[src/hdl/rau_pkg.sv]
// rau_pkg: shared types and constants for the rational arithmetic unit
// no dependencies

package rau_pkg;

  localparam int OpW  = 16;
  localparam int ResW = 48;
  localparam int MagW = OpW + 1;
  localparam int QDepth = 2;

  localparam logic [2:0] ACT_ADD = 3'd0;
  localparam logic [2:0] ACT_SUB = 3'd1;
  localparam logic [2:0] ACT_MUL = 3'd2;
  localparam logic [2:0] ACT_DIV = 3'd3;
  localparam logic [2:0] ACT_SCL = 3'd4;
  localparam logic [2:0] ACT_SMP = 3'd5;
  localparam logic [2:0] ACT_NEG = 3'd6;
  localparam logic [2:0] ACT_SQR = 3'd7;

  typedef struct packed {
    logic [2:0]            action;
    logic signed [OpW-1:0] an;
    logic signed [OpW-1:0] ad;
    logic signed [OpW-1:0] bn;
    logic signed [OpW-1:0] bd;
    logic                  need_gcd;
    logic                  zero_div;
  } rau_cmd_t;

  typedef struct packed {
    logic [ResW-1:0] res_num;
    logic [ResW-1:0] res_den;
    logic            div_error;
  } rau_res_t;

endpackage

[src/hdl/rau_front.sv]
// rau_front: accepts requests, fixes zero denominators, classifies the action
// and buffers commands in a short queue; depends on rau_pkg

module rau_front (
  input  logic              clk,
  input  logic              rst_n,
  input  logic              in_valid,
  output logic              in_ready,
  input  logic [2:0]        action,
  input  logic [15:0]       a_num,
  input  logic [15:0]       a_den,
  input  logic [15:0]       b_num,
  input  logic [15:0]       b_den,
  output logic              cmd_valid,
  input  logic              cmd_ready,
  output rau_pkg::rau_cmd_t cmd
);
  import rau_pkg::*;

  rau_cmd_t  q_r [QDepth];
  logic      wp_r, wp_nxt, rp_r, rp_nxt;
  logic [1:0] cnt_r, cnt_nxt;
  rau_cmd_t  c;
  logic      push, pop;

  always_comb begin
    c.action = action;
    c.an = a_num;
    c.ad = (a_den == '0) ? OpW'(1) : a_den;
    c.bn = b_num;
    c.bd = (b_den == '0) ? OpW'(1) : b_den;
    c.need_gcd = (action == ACT_ADD) || (action == ACT_SUB) || (action == ACT_SMP);
    c.zero_div = (action == ACT_DIV) && (b_num == '0);
  end

  assign in_ready  = (cnt_r != 2'(QDepth));
  assign push      = in_valid && in_ready;
  assign cmd_valid = (cnt_r != 2'd0);
  assign pop       = cmd_valid && cmd_ready;
  assign cmd       = q_r[rp_r];
  assign wp_nxt    = push ? ~wp_r : wp_r;
  assign rp_nxt    = pop ? ~rp_r : rp_r;
  assign cnt_nxt   = cnt_r + 2'(push) - 2'(pop);

  always_ff @(posedge clk) begin
    if (!rst_n) begin
      wp_r <= 1'b0;
      rp_r <= 1'b0;
      cnt_r <= 2'd0;
    end else begin
      wp_r <= wp_nxt;
      rp_r <= rp_nxt;
      cnt_r <= cnt_nxt;
    end
    if (push) q_r[wp_r] <= c;
  end
endmodule

[src/hdl/rau_back.sv]
// rau_back: sequencer with an iterative gcd, a radix-2 divider and one shared
// multiplier; holds the result in an output register; depends on rau_pkg

module rau_back (
  input  logic              clk,
  input  logic              rst_n,
  input  logic              cmd_valid,
  output logic              cmd_ready,
  input  rau_pkg::rau_cmd_t cmd,
  output logic              res_valid,
  input  logic              res_ready,
  output rau_pkg::rau_res_t res
);
  import rau_pkg::*;

  localparam logic [2:0] S_IDLE = 3'd0;
  localparam logic [2:0] S_GCD  = 3'd1;
  localparam logic [2:0] S_DIV  = 3'd2;
  localparam logic [2:0] S_M1   = 3'd3;
  localparam logic [2:0] S_M2   = 3'd4;
  localparam logic [2:0] S_M3   = 3'd5;
  localparam logic [2:0] S_OUT  = 3'd6;

  localparam int CntW = $clog2(MagW + 1);

  logic [2:0]            st_r, st_nxt;
  rau_cmd_t              c_r;
  logic [MagW-1:0]       gx_r, gy_r;
  logic [MagW-1:0]       dq_r, drem_r, dd_r;
  logic [CntW-1:0]       cnt_r;
  logic                  dsel_r;
  logic signed [MagW-1:0] q0_r, q1_r;
  logic [ResW-1:0]       rn_r, rd_r, t_r;
  logic                  rv_r, rv_nxt;
  rau_res_t              res_r;

  // shared signed multiplier
  logic signed [MagW-1:0] ma, mb;
  logic signed [2*MagW-1:0] mp;
  assign mp = ma * mb;

  function automatic logic [MagW-1:0] absv(input logic signed [OpW-1:0] v);
    logic signed [MagW-1:0] e;
    e = MagW'(v);
    return (e < 0) ? MagW'(-e) : e;
  endfunction

  logic [MagW:0] rem_sh;
  logic          rem_ge;
  assign rem_sh = {drem_r, dq_r[MagW-1]};
  assign rem_ge = rem_sh >= {1'b0, dd_r};

  logic signed [OpW-1:0] dnum;
  logic signed [MagW-1:0] qs;
  assign dnum = dsel_r ? ((c_r.action == ACT_SMP) ? c_r.ad : c_r.bd)
                       : ((c_r.action == ACT_SMP) ? c_r.an : c_r.ad);
  assign qs = dnum[OpW-1] ? -$signed(dq_r) : $signed(dq_r);

  logic [ResW-1:0] fin_rd;

  always_comb begin
    ma = '0;
    mb = '0;
    unique case (st_r)
      S_M1: begin
        unique case (c_r.action) inside
          ACT_ADD, ACT_SUB: begin ma = q0_r; mb = MagW'(c_r.an); end
          ACT_MUL: begin ma = MagW'(c_r.an); mb = MagW'(c_r.bn); end
          ACT_DIV: begin ma = MagW'(c_r.an); mb = MagW'(c_r.bd); end
          ACT_SCL: begin ma = MagW'(c_r.bn); mb = MagW'(c_r.an); end
          default: begin ma = MagW'(c_r.an); mb = MagW'(c_r.an); end
        endcase
      end
      S_M2: begin
        unique case (c_r.action) inside
          ACT_ADD, ACT_SUB: begin ma = q1_r; mb = MagW'(c_r.bn); end
          ACT_MUL: begin ma = MagW'(c_r.ad); mb = MagW'(c_r.bd); end
          ACT_DIV: begin ma = MagW'(c_r.ad); mb = MagW'(c_r.bn); end
          default: begin ma = MagW'(c_r.ad); mb = MagW'(c_r.ad); end
        endcase
      end
      S_M3: begin ma = q1_r; mb = MagW'(c_r.bd); end
      default: ;
    endcase
  end

  assign cmd_ready = (st_r == S_IDLE);
  assign fin_rd = (rd_r == '0) ? ResW'(1) : rd_r;

  always_comb begin
    st_nxt = st_r;
    unique case (st_r)
      S_IDLE: if (cmd_valid) begin
        if (cmd.zero_div || cmd.action == ACT_NEG || cmd.action == ACT_SCL)
          st_nxt = (cmd.action == ACT_SCL) ? S_M1 : S_OUT;
        else if (cmd.need_gcd) st_nxt = S_GCD;
        else st_nxt = S_M1;
      end
      S_GCD:  if (gy_r == '0) st_nxt = S_DIV;
      S_DIV:  if (cnt_r == CntW'(MagW) && dsel_r) begin
        st_nxt = (c_r.action == ACT_SMP) ? S_OUT : S_M1;
      end
      S_M1:   st_nxt = (c_r.action == ACT_SCL) ? S_OUT : S_M2;
      S_M2:   st_nxt = (c_r.action == ACT_ADD || c_r.action == ACT_SUB) ? S_M3 : S_OUT;
      S_M3:   st_nxt = S_OUT;
      S_OUT:  if (!rv_r || res_ready) st_nxt = S_IDLE;
      default: st_nxt = S_IDLE;
    endcase
  end

  always_comb begin
    rv_nxt = rv_r;
    if (rv_r && res_ready) rv_nxt = 1'b0;
    if (st_r == S_OUT && (!rv_r || res_ready)) rv_nxt = 1'b1;
  end

  always_ff @(posedge clk) begin
    if (!rst_n) begin
      st_r <= S_IDLE;
      rv_r <= 1'b0;
    end else begin
      st_r <= st_nxt;
      rv_r <= rv_nxt;
    end
    unique case (st_r)
      S_IDLE: if (cmd_valid) begin
        c_r <= cmd;
        dsel_r <= 1'b0;
        rn_r <= (cmd.action == ACT_NEG) ? -ResW'(cmd.an) : '0;
        rd_r <= (cmd.action == ACT_NEG || cmd.action == ACT_SCL) ? ResW'(cmd.ad)
                                                                 : ResW'(1);
        if (cmd.action == ACT_SMP) begin
          gx_r <= absv(cmd.an);
          gy_r <= absv(cmd.ad);
        end else begin
          gx_r <= absv(cmd.ad);
          gy_r <= absv(cmd.bd);
        end
      end
      S_GCD: begin
        if (gy_r == '0) begin
          dsel_r <= 1'b0;
          cnt_r <= '0;
          dq_r <= absv(dnum);
          drem_r <= '0;
          dd_r <= gx_r;
        end else if (gx_r >= gy_r) begin
          gx_r <= gx_r - gy_r;
        end else begin
          gx_r <= gy_r;
          gy_r <= gx_r;
        end
      end
      S_DIV: begin
        if (cnt_r == CntW'(MagW)) begin
          if (!dsel_r) begin
            q0_r <= qs;
            dsel_r <= 1'b1;
            cnt_r <= '0;
            drem_r <= '0;
            dq_r <= (c_r.action == ACT_SMP) ? absv(c_r.ad) : absv(c_r.bd);
          end else if (c_r.action == ACT_SMP) begin
            rn_r <= ResW'(q0_r);
            rd_r <= ResW'(qs);
          end else begin
            // factor for a is bd/g, for b is ad/g
            q0_r <= qs;
            q1_r <= q0_r;
          end
        end else begin
          cnt_r <= cnt_r + CntW'(1);
          drem_r <= rem_ge ? MagW'(rem_sh - {1'b0, dd_r}) : rem_sh[MagW-1:0];
          dq_r <= {dq_r[MagW-2:0], rem_ge};
        end
      end
      S_M1: begin
        if (c_r.action == ACT_SCL) rn_r <= ResW'(mp);
        else t_r <= ResW'(mp);
      end
      S_M2: begin
        if (c_r.action == ACT_ADD) rn_r <= t_r + ResW'(mp);
        else if (c_r.action == ACT_SUB) rn_r <= t_r - ResW'(mp);
        else begin
          rn_r <= t_r;
          rd_r <= ResW'(mp);
        end
      end
      S_M3: rd_r <= ResW'(mp);
      S_OUT: if (!rv_r || res_ready) begin
        res_r.res_num <= rn_r;
        res_r.res_den <= fin_rd;
        res_r.div_error <= c_r.zero_div;
      end
      default: ;
    endcase
  end

  assign res_valid = rv_r;
  assign res = res_r;
endmodule

[src/hdl/rational_arithmetic_unit.sv]
// rational_arithmetic_unit: top level, front queue and back sequencer
// depends on rau_pkg, rau_front, rau_back
//
// One request gives one result. Sum, difference and simplify run a
// subtractive gcd on 17-bit magnitudes, one step per cycle, then two
// shift-subtract divisions and, for sum and difference, the multiplier
// states M1 to M3. Multiply, divide and square use the multiplier states
// M1 and M2, scale uses M1 only, and negate and zero divisor go straight
// to the output state. A two-entry queue lets new requests be taken while
// the back end works and the result register waits to be read.

module rational_arithmetic_unit (
  input  logic        clk,
  input  logic        rst_n,
  input  logic        in_tvalid,
  output logic        in_tready,
  input  logic [2:0]  in_tuser,   // action
  input  logic [63:0] in_tdata,   // a_num, a_den, b_num, b_den
  output logic        out_tvalid,
  input  logic        out_tready,
  output logic [95:0] out_tdata,  // res_num, res_den
  output logic [2:0]  out_tuser   // is_zero, is_negative, div_error
);
  import rau_pkg::*;

  logic     cmd_valid, cmd_ready;
  rau_cmd_t cmd;
  rau_res_t res;

  rau_front u_front (
    .clk, .rst_n,
    .in_valid(in_tvalid), .in_ready(in_tready),
    .action(in_tuser),
    .a_num(in_tdata[15:0]), .a_den(in_tdata[31:16]),
    .b_num(in_tdata[47:32]), .b_den(in_tdata[63:48]),
    .cmd_valid, .cmd_ready, .cmd
  );

  rau_back u_back (
    .clk, .rst_n,
    .cmd_valid, .cmd_ready, .cmd,
    .res_valid(out_tvalid), .res_ready(out_tready), .res
  );

  assign out_tdata = {res.res_den, res.res_num};
  assign out_tuser = {res.div_error, res.res_num[ResW-1], res.res_num == '0};

  a_den_nz: assert property (@(posedge clk) disable iff (!rst_n)
    out_tvalid |-> out_tdata[95:48] != '0) else $error("zero denominator");
  a_err_zero: assert property (@(posedge clk) disable iff (!rst_n)
    out_tvalid && out_tuser[2] |-> out_tdata[47:0] == '0) else $error("error result not zero");
  a_hold: assert property (@(posedge clk) disable iff (!rst_n)
    out_tvalid && !out_tready |=> out_tvalid && $stable(out_tdata)) else $error("result dropped");
endmodule
[config.mk]
export PLATFORM = sky130hd
export DESIGN_NAME = rational_arithmetic_unit
export DESIGN_NICKNAME = d
export VERILOG_FILES = /design/src/hdl/rau_pkg.sv /design/src/hdl/rau_front.sv /design/src/hdl/rau_back.sv /design/src/hdl/rational_arithmetic_unit.sv
export SDC_FILE = /design/constraint.sdc
export NUM_CORES = 2
export LEC_CHECK = 0
export BUFFER_PORTS_ARGS = -buffer_cell sky130_fd_sc_hd__clkbuf_2
export CORE_ASPECT_RATIO = 1.4
export CORE_MARGIN = 2
export CORE_UTILIZATION = 55
export DETAILED_ROUTE_END_ITERATION = 10
export PLACE_DENSITY_LB_ADDON = 0.1
export SLEW_MARGIN = 20
export SYNTH_ARGS = -nofsm -noshare
export SYNTH_HDL_FRONTEND = slang
export SYNTH_HIERARCHICAL = 1
export SYNTH_SLANG_ARGS = --single-unit
[constraint.sdc]
create_clock -name clk -period 18.5 [get_ports clk]
set_input_delay 1.85 -clock clk [delete_from_list [all_inputs] [get_ports clk]]
set_output_delay 1.85 -clock clk [all_outputs]
set_load 0.02 [all_outputs]
# Word-level counts from Yosys, hierarchy flattened
# Memory sizes are Yosys's and may differ from the RTL's. A register that Yosys moved wholly into a read port is not among the register bits.
# Index checks and enable logic that the tools add are counted.
# word_totals
mem_bits_rw	138
ff_bits	428
n_memories	1
out_inout_bits	101
input_bits	71
elab_cells	215
# mem_list
memory	depth	word_bits	rd	rd_ports_with_merged_regs	wr	line	source
u_front.q_r	2	69	1	1	1	rau_front.sv:20	rau_cmd_t q_r [QDepth];
# op_classes
add_sub_neg	15
n_mux	82
bitwise_logic	4
eq_ne	33
magnitude_cmp	8
n_reduce_logical	45
mul	1
# ops
op	count
48-bit two-way mux	15
17-bit two-way mux	26
48-bit one-hot mux with 4 select lines	2
17-bit one-hot mux with 2 select lines	7
16-bit negator with 17-bit output	6
17-bit one-hot mux with 3 select lines	2
48-bit logical NOT	2
16-bit by 1-bit less-than comparator with 1-bit output (second input constant)	6
16-bit two-way mux	5
16-bit logical NOT	3
48-bit negator	1
34-bit by 34-bit adder with 35-bit output	1
34-bit by 34-bit subtractor with 35-bit output	1
17-bit by 17-bit multiplier with 34-bit output	1
17-bit subtractor	2
3-bit equality test (second input constant)	9
3-bit two-way mux	7
3-bit one-hot mux with 7 select lines	1
18-bit by 17-bit >= comparator with 1-bit output	1
17-bit >= comparator	1
17-bit logical NOT	1
17-bit negator	1
4-bit AND reduction	4
3-bit by 2-bit equality test with 1-bit output (second input constant)	5
27 further kinds	78

# Longest topological paths before layout
# depth
depth_word	9
ltp_mapped	44
depth_no_buf	41

# Modules after synthesis
# Netlist, hierarchy kept.
# modules_own_cells
module	seq_area_each_um2	cells_each	area_each_um2	instances
rau_back	11851.4	3717	35670.5	1
rau_front	4244.1	292	5514.0	1
rational_arithmetic_unit	0.0	17	117.6	1

# Worst setup path after synthesis
# OpenSTA, ideal clock, no wires.
# synth_timing
path_kind	register to register
start	register u_back/c_r[66] (netlist bit)
end	register u_back.rn_r[31] (data pin)
setup_slack_ns	8.788
stages_incl_launch_ff	41
arrival_time_ns	9.451
setup_ns	0.261
period_less_slack_ns	9.712
required_ns	18.239
n_path_buf	5
cell_sequence	edfxtp_1 buf_2 buf_1 clkbuf_1 mux2i_1 a21oi_1 a21oi_1 clkbuf_1 nor2_1 fa_1 inv_1 fa_1 fa_1 fa_1 inv_1 fa_1 inv_1 fa_1 (+5 left out) nor2_1 a41o_1 nand2_1 nand2b_1 a21oi_1 xor2_1 inv_1 ha_1 buf_2 inv_1 a21oi_1 o21bai_1 a221oi_1 o22a_1 o31ai_1 o41a_1 xnor2_1 a311o_1
# synth_between
elab_chain_len	9
elab_cells_between_ends	20
classes_between	add/sub: 2; mul: 1; eq/ne: 4; mux: 10; reduce/logical: 3
# synth_rtl
element	line	source
start, declared	rau_back.sv:27	rau_cmd_t c_r;
start signal, assigned	rau_back.sv:127	c_r <= cmd;
3-bit by 2-bit equality test with 1-bit output (no source line), or another cell as far along	--	
3-bit OR reduction (no source line) / 2-bit OR reduction (equally long branches)	--	
17-bit one-hot mux with 2 select lines, or another cell as far along	rau_back.sv:75	unique case (c_r.action) inside
17-bit one-hot mux with 3 select lines	rau_back.sv:64	unique case (st_r)
17-bit by 17-bit multiplier with 34-bit output (*)	rau_back.sv:40	assign mp = ma * mb;
named net u_back.mp[22]	rau_back.sv:39	logic signed [2*MagW-1:0] mp;
34-bit by 34-bit subtractor with 35-bit output	rau_back.sv:182	else if (c_r.action == ACT_SUB) rn_r <= t_r - ResW'(mp);
48-bit two-way mux	rau_back.sv:182	
48-bit two-way mux (*)	rau_back.sv:181	if (c_r.action == ACT_ADD) rn_r <= t_r + ResW'(mp);
48-bit one-hot mux with 4 select lines (*)	rau_back.sv:125	unique case (st_r)
end signal, assigned	rau_back.sv:181	
end signal, assigned	rau_back.sv:182	
end signal, assigned	rau_back.sv:184	rn_r <= t_r;
end, declared	rau_back.sv:33	logic [ResW-1:0] rn_r, rd_r, t_r;
# Mark *: on every way through the listed nets, which the timed path passes. The rest lies on a longest branch. The select of a mux whose other input is x is not followed.
# A chain may end at the register's enable or synchronous reset.

# Final worst setup path
# Same ends and word-level chain as after synthesis.

==> impl_metrics.tcl <==
set metrics [dict create \
    routed_wl_mm 127 \
    critical_path.max_fanout 68 \
    grt_pass1_vias 31000 \
    timing.fmax_mhz 85.0 \
    clk_path_buf_depth 3 \
    clock_tree.htree_level_count 2 \
    cellLeakagePower_nw 18.2 \
    rsz0062_at_grt "no" \
    cts.sink_count 539 \
    post_cts_hold_buffer_count 0 \
    worstPathBufferInverterCount 6 \
    finalWorstPathRequiredPeriod_ns 11.76 \
    synth.area.top_cells "sky130_fd_sc_hd__edfxtp_1, sky130_fd_sc_hd__fa_1, sky130_fd_sc_hd__ha_1" \
    timing.rr.start "u_back/c_r[66]$_DFFE_PP_" \
    cp_common_cell "sky130_fd_sc_hd__fa_1" \
    dominant_cell_type_by_area_after_synthesis "sky130_fd_sc_hd__edfxtp_1" \
    finish.instance_area_um2 44800 \
    synthesis.nets 4601 \
    die_area_um2 77300 \
    clk-insertion-delay-late_ns 0.65 \
    critical_path.top_delay_family "adder cells" \
    synth_enable_flop_cells 530 \
    min-delay-start "u_back/rn_r[42]$_DFFE_PP_" \
    ctsRootBufferMaster "sky130_fd_sc_hd__clkbuf_16" \
    asyncSetResetFlopFracSynth_pct 0 \
    critPathLaunchType "flip-flop" \
    critPathSlowestCell "sky130_fd_sc_hd__o32a_1" \
    finish.net_count 4635 \
    initialDrtViolationCount 2839 \
    vias 31100 \
    area.growth.synth_to_final_pct 8.35 \
    final.hold.worst_slack_ns 0.411 \
    groute.usage.overall_pct 32.9 \
    grt_remaining_overflow 0 \
    cts.repair_timing.setup_buffer_count 0 \
    setup_viol_count_final 0 \
    placement.io_buffers 171 \
    ys.flop_type "sky130_fd_sc_hd__edfxtp_1" \
    dieHeight_um 328 \
    globalplace.congestion 1.00 \
    synthesis.instances 4026 \
    finalClockSkew_ns 0.0371 \
    finalMaxSlewViolations 0 \
    postRouteAntennaNets 0 \
    postSynthAreaPerCell_um2 10.3 \
    yosys_warnings 6 \
    vias_per_inst 6.14 \
    setup.worst_path.end_class "flip-flop" \
    vdd_ir_drop_max_mv 0.158 \
    setup-tns-final_ns 0 \
    worst_hold_path_type "reg -> reg" \
    clk_pin_slew_ns 0.07 \
    synth.cell_area_um2 41300 \
    r2r_setup_slack_ns 6.74 \
    tritoncts "done" \
    die_width_um 236 \
    postCtsResizedCells 0 \
    hold-path-endpoint "u_back/res[91]$_DFFE_PP_" \
    max_cap_violations 0 \
    synth_top_cell_area_share_pct 38.5 \
    hold_depth 0 \
    reg2reg_depth 36 \
    tightest_slew_ns 1.11 \
    io_pins 172 \
    rows 118 \
    slowest_delay_ns 0.91 \
    distinct_cells_synth 104 \
    power-per-cell-area_nw_per_um2 165 \
    worst_max_slew_margin_expressed_relative_to_the_limit_pct 25.7 \
    hold_viol 0 \
    regToRegEndpoint "u_back/rn_r[31]$_DFFE_PP_" \
    drive_gt1_share_pct 12.3 \
    detailed_placement_hpwl_mm 98.3 \
    critPathRequiredTime_ns 18.90 \
    avgRoutedWirePerCell_um 25.2 \
    status "completed" \
    timing_worst_setup_path_type "reg -> reg" \
    maximum_number_of_pins_on_one_net_before_global_route_repair 70 \
    worstPathArrival_ns 12.16 \
    place_area_um2 42900 \
    core_um2 74100 \
    initial_core_util_pct 55.7 \
    synth-seq-cells 539 \
    antenna_found_initial 1 \
    synth_seq_area_share_pct 39.0 \
    remaining_drc_errors 0 \
    firstDrtPassIters 6 \
    fin_crit_sh_pct 63.6 \
    grt_first_pass_wirelength_mm 190 \
    cts-buffers-inserted 54 \
]
## state kept, by name (all words and copies together) (netlist names), 5 cells and up, named ones only
name	count
u_back/c_r	68
u_back/cnt_r	5
u_back/dd_r	17
u_back/dq_r	17
u_back/drem_r	17
u_back/gx_r	17
u_back/gy_r	17
u_back/q0_r	17
u_back/q1_r	17
u_back/rd_r	34
u_back/res	83
u_back/rn_r	48
u_back/t_r	34
u_front/q_r	138
## worst register-to-register path, delay by kind of cell (launching register included)
family | cells | cell delay, ns
AND/OR/NAND/NOR | 12 | 2.21
buffers and inverters | 6 | 1.69
XOR/XNOR | 2 | 0.59
adder cells (fa/ha/maj) | 8 | 3.75
flip-flops | 1 | 0.79
AO/OA/AOI/OAI | 8 | 2.49
## report_power, final
part | switching [W] | internal [W]
sequential | 0.000360 | 0.00191
combinational | 0.00259 | 0.00140
clock | 0.000508 | 0.000648
total | 0.00346 | 0.00395
## synth_stat cells, types with 23 or more instances
cell,count
sky130_fd_sc_hd__a31oi_1,23
sky130_fd_sc_hd__edfxtp_1,530
sky130_fd_sc_hd__mux2i_1,35
sky130_fd_sc_hd__a211oi_1,55
sky130_fd_sc_hd__or2_2,26
sky130_fd_sc_hd__nand2_1,266
sky130_fd_sc_hd__buf_2,24
sky130_fd_sc_hd__nand2b_1,43
sky130_fd_sc_hd__nand3_1,31
sky130_fd_sc_hd__nor3_1,43
sky130_fd_sc_hd__o21ai_0,173
sky130_fd_sc_hd__inv_1,503
sky130_fd_sc_hd__o211ai_1,30
sky130_fd_sc_hd__nor2_1,439
sky130_fd_sc_hd__a221oi_1,27
sky130_fd_sc_hd__ha_1,204
sky130_fd_sc_hd__a21oi_1,222
sky130_fd_sc_hd__o31ai_1,29
sky130_fd_sc_hd__a21o_1,39
sky130_fd_sc_hd__nor4_1,47
sky130_fd_sc_hd__xor2_1,64
sky130_fd_sc_hd__mux2_2,60
sky130_fd_sc_hd__o221ai_1,30
sky130_fd_sc_hd__xnor2_1,138
sky130_fd_sc_hd__fa_1,300
sky130_fd_sc_hd__clkbuf_1,199
sky130_fd_sc_hd__or3_1,32
## worst max-delay path by stage
stage,start,depth (start not counted),end
floorplan,u_back/c_r[66]$_DFFE_PP_,40,u_back/rn_r[31]$_DFFE_PP_
global placement,u_back/c_r[66]$_DFFE_PP_,37,u_back/rn_r[47]$_DFFE_PP_
detailed placement,u_back/c_r[66]$_DFFE_PP_,37,u_back/rn_r[47]$_DFFE_PP_
CTS,u_back/c_r[66]$_DFFE_PP_,37,u_back/rn_r[47]$_DFFE_PP_
global route,u_back/c_r[66]$_DFFE_PP_,37,u_back/rn_r[47]$_DFFE_PP_
finish,u_back/c_r[66]$_DFFE_PP_,36,u_back/rn_r[31]$_DFFE_PP_
## per-layer routing
layer  part of all wire [%]  GRT usage [%]
met1                     35           37.9
met2                     49           56.4
met3                    6.2           4.06
met4                    8.9           24.7
met5                      0              0
## cell usage in the layout, fill, tap and decap left out, types with 20 or more instances in the layout
cell type                   Yosys  final
sky130_fd_sc_hd__ha_1         204    204
sky130_fd_sc_hd__o21ai_0      173    173
sky130_fd_sc_hd__xnor2_1      138    138
sky130_fd_sc_hd__or2_2         26     26
sky130_fd_sc_hd__mux2_2        60     60
sky130_fd_sc_hd__buf_4         18     70
sky130_fd_sc_hd__o31ai_1       29     28
sky130_fd_sc_hd__a21oi_1      222    221
sky130_fd_sc_hd__nor3_1        43     40
sky130_fd_sc_hd__a221oi_1      27     23
sky130_fd_sc_hd__o221ai_1      30     30
sky130_fd_sc_hd__inv_1        503    502
sky130_fd_sc_hd__o211ai_1      30     30
sky130_fd_sc_hd__clkbuf_2       1    171
sky130_fd_sc_hd__xor2_1        64     64
sky130_fd_sc_hd__or3_1         32     32
sky130_fd_sc_hd__nand2b_1      43     43
sky130_fd_sc_hd__edfxtp_1     530    530
sky130_fd_sc_hd__nor4_1        47     47
sky130_fd_sc_hd__fa_1         300    300
sky130_fd_sc_hd__mux2i_1       35     35
sky130_fd_sc_hd__nor2b_1       21     20
sky130_fd_sc_hd__a211oi_1      55     55
sky130_fd_sc_hd__nor2_1       439    434
sky130_fd_sc_hd__clkbuf_16      0     55
sky130_fd_sc_hd__a221o_1       20     20
sky130_fd_sc_hd__a21o_1        39     39
sky130_fd_sc_hd__nand3_1       31     31
sky130_fd_sc_hd__a31oi_1       23     23
sky130_fd_sc_hd__nand2_1      266    266
## metrics by stage
step	std cells	util, %	setup WS [ns]	total power [W]
2_1_floorplan	4026	-	8.79	0.00493
3_3_place_gp	4963	57.8	7.01	0.00616
3_5_place_dp	4963	57.8	6.87	0.00619
4_1_cts	5064	60.3	6.84	0.00737
5_1_grt	5066	60.4	5.90	0.00784
6_report	5066	60.4	6.74	0.00741
## kinds of logic after synthesis
family,Yosys count,synth area share (%)
xor+xnor,203,4.32
flops,539,39.0
buf+inv,769,7.35
mux,105,2.85
fa+ha+maj,504,20.7
compound gates,854,14.0
simple gates,1052,11.8
## area by class of cell
class	instances	area, um2
Fill cell	6360	29400
Multi-Input combinational cell	2718	22300
Sequential cell	539	16100
Inverter	505	1900
Timing Repair Buffer	242	1410
Clock buffer	60	1400
Tap cell	960	1200
Clock inverter	41	459
Antenna cell	1	2.50
No activity file was read; power rests on OpenSTA's default activity.
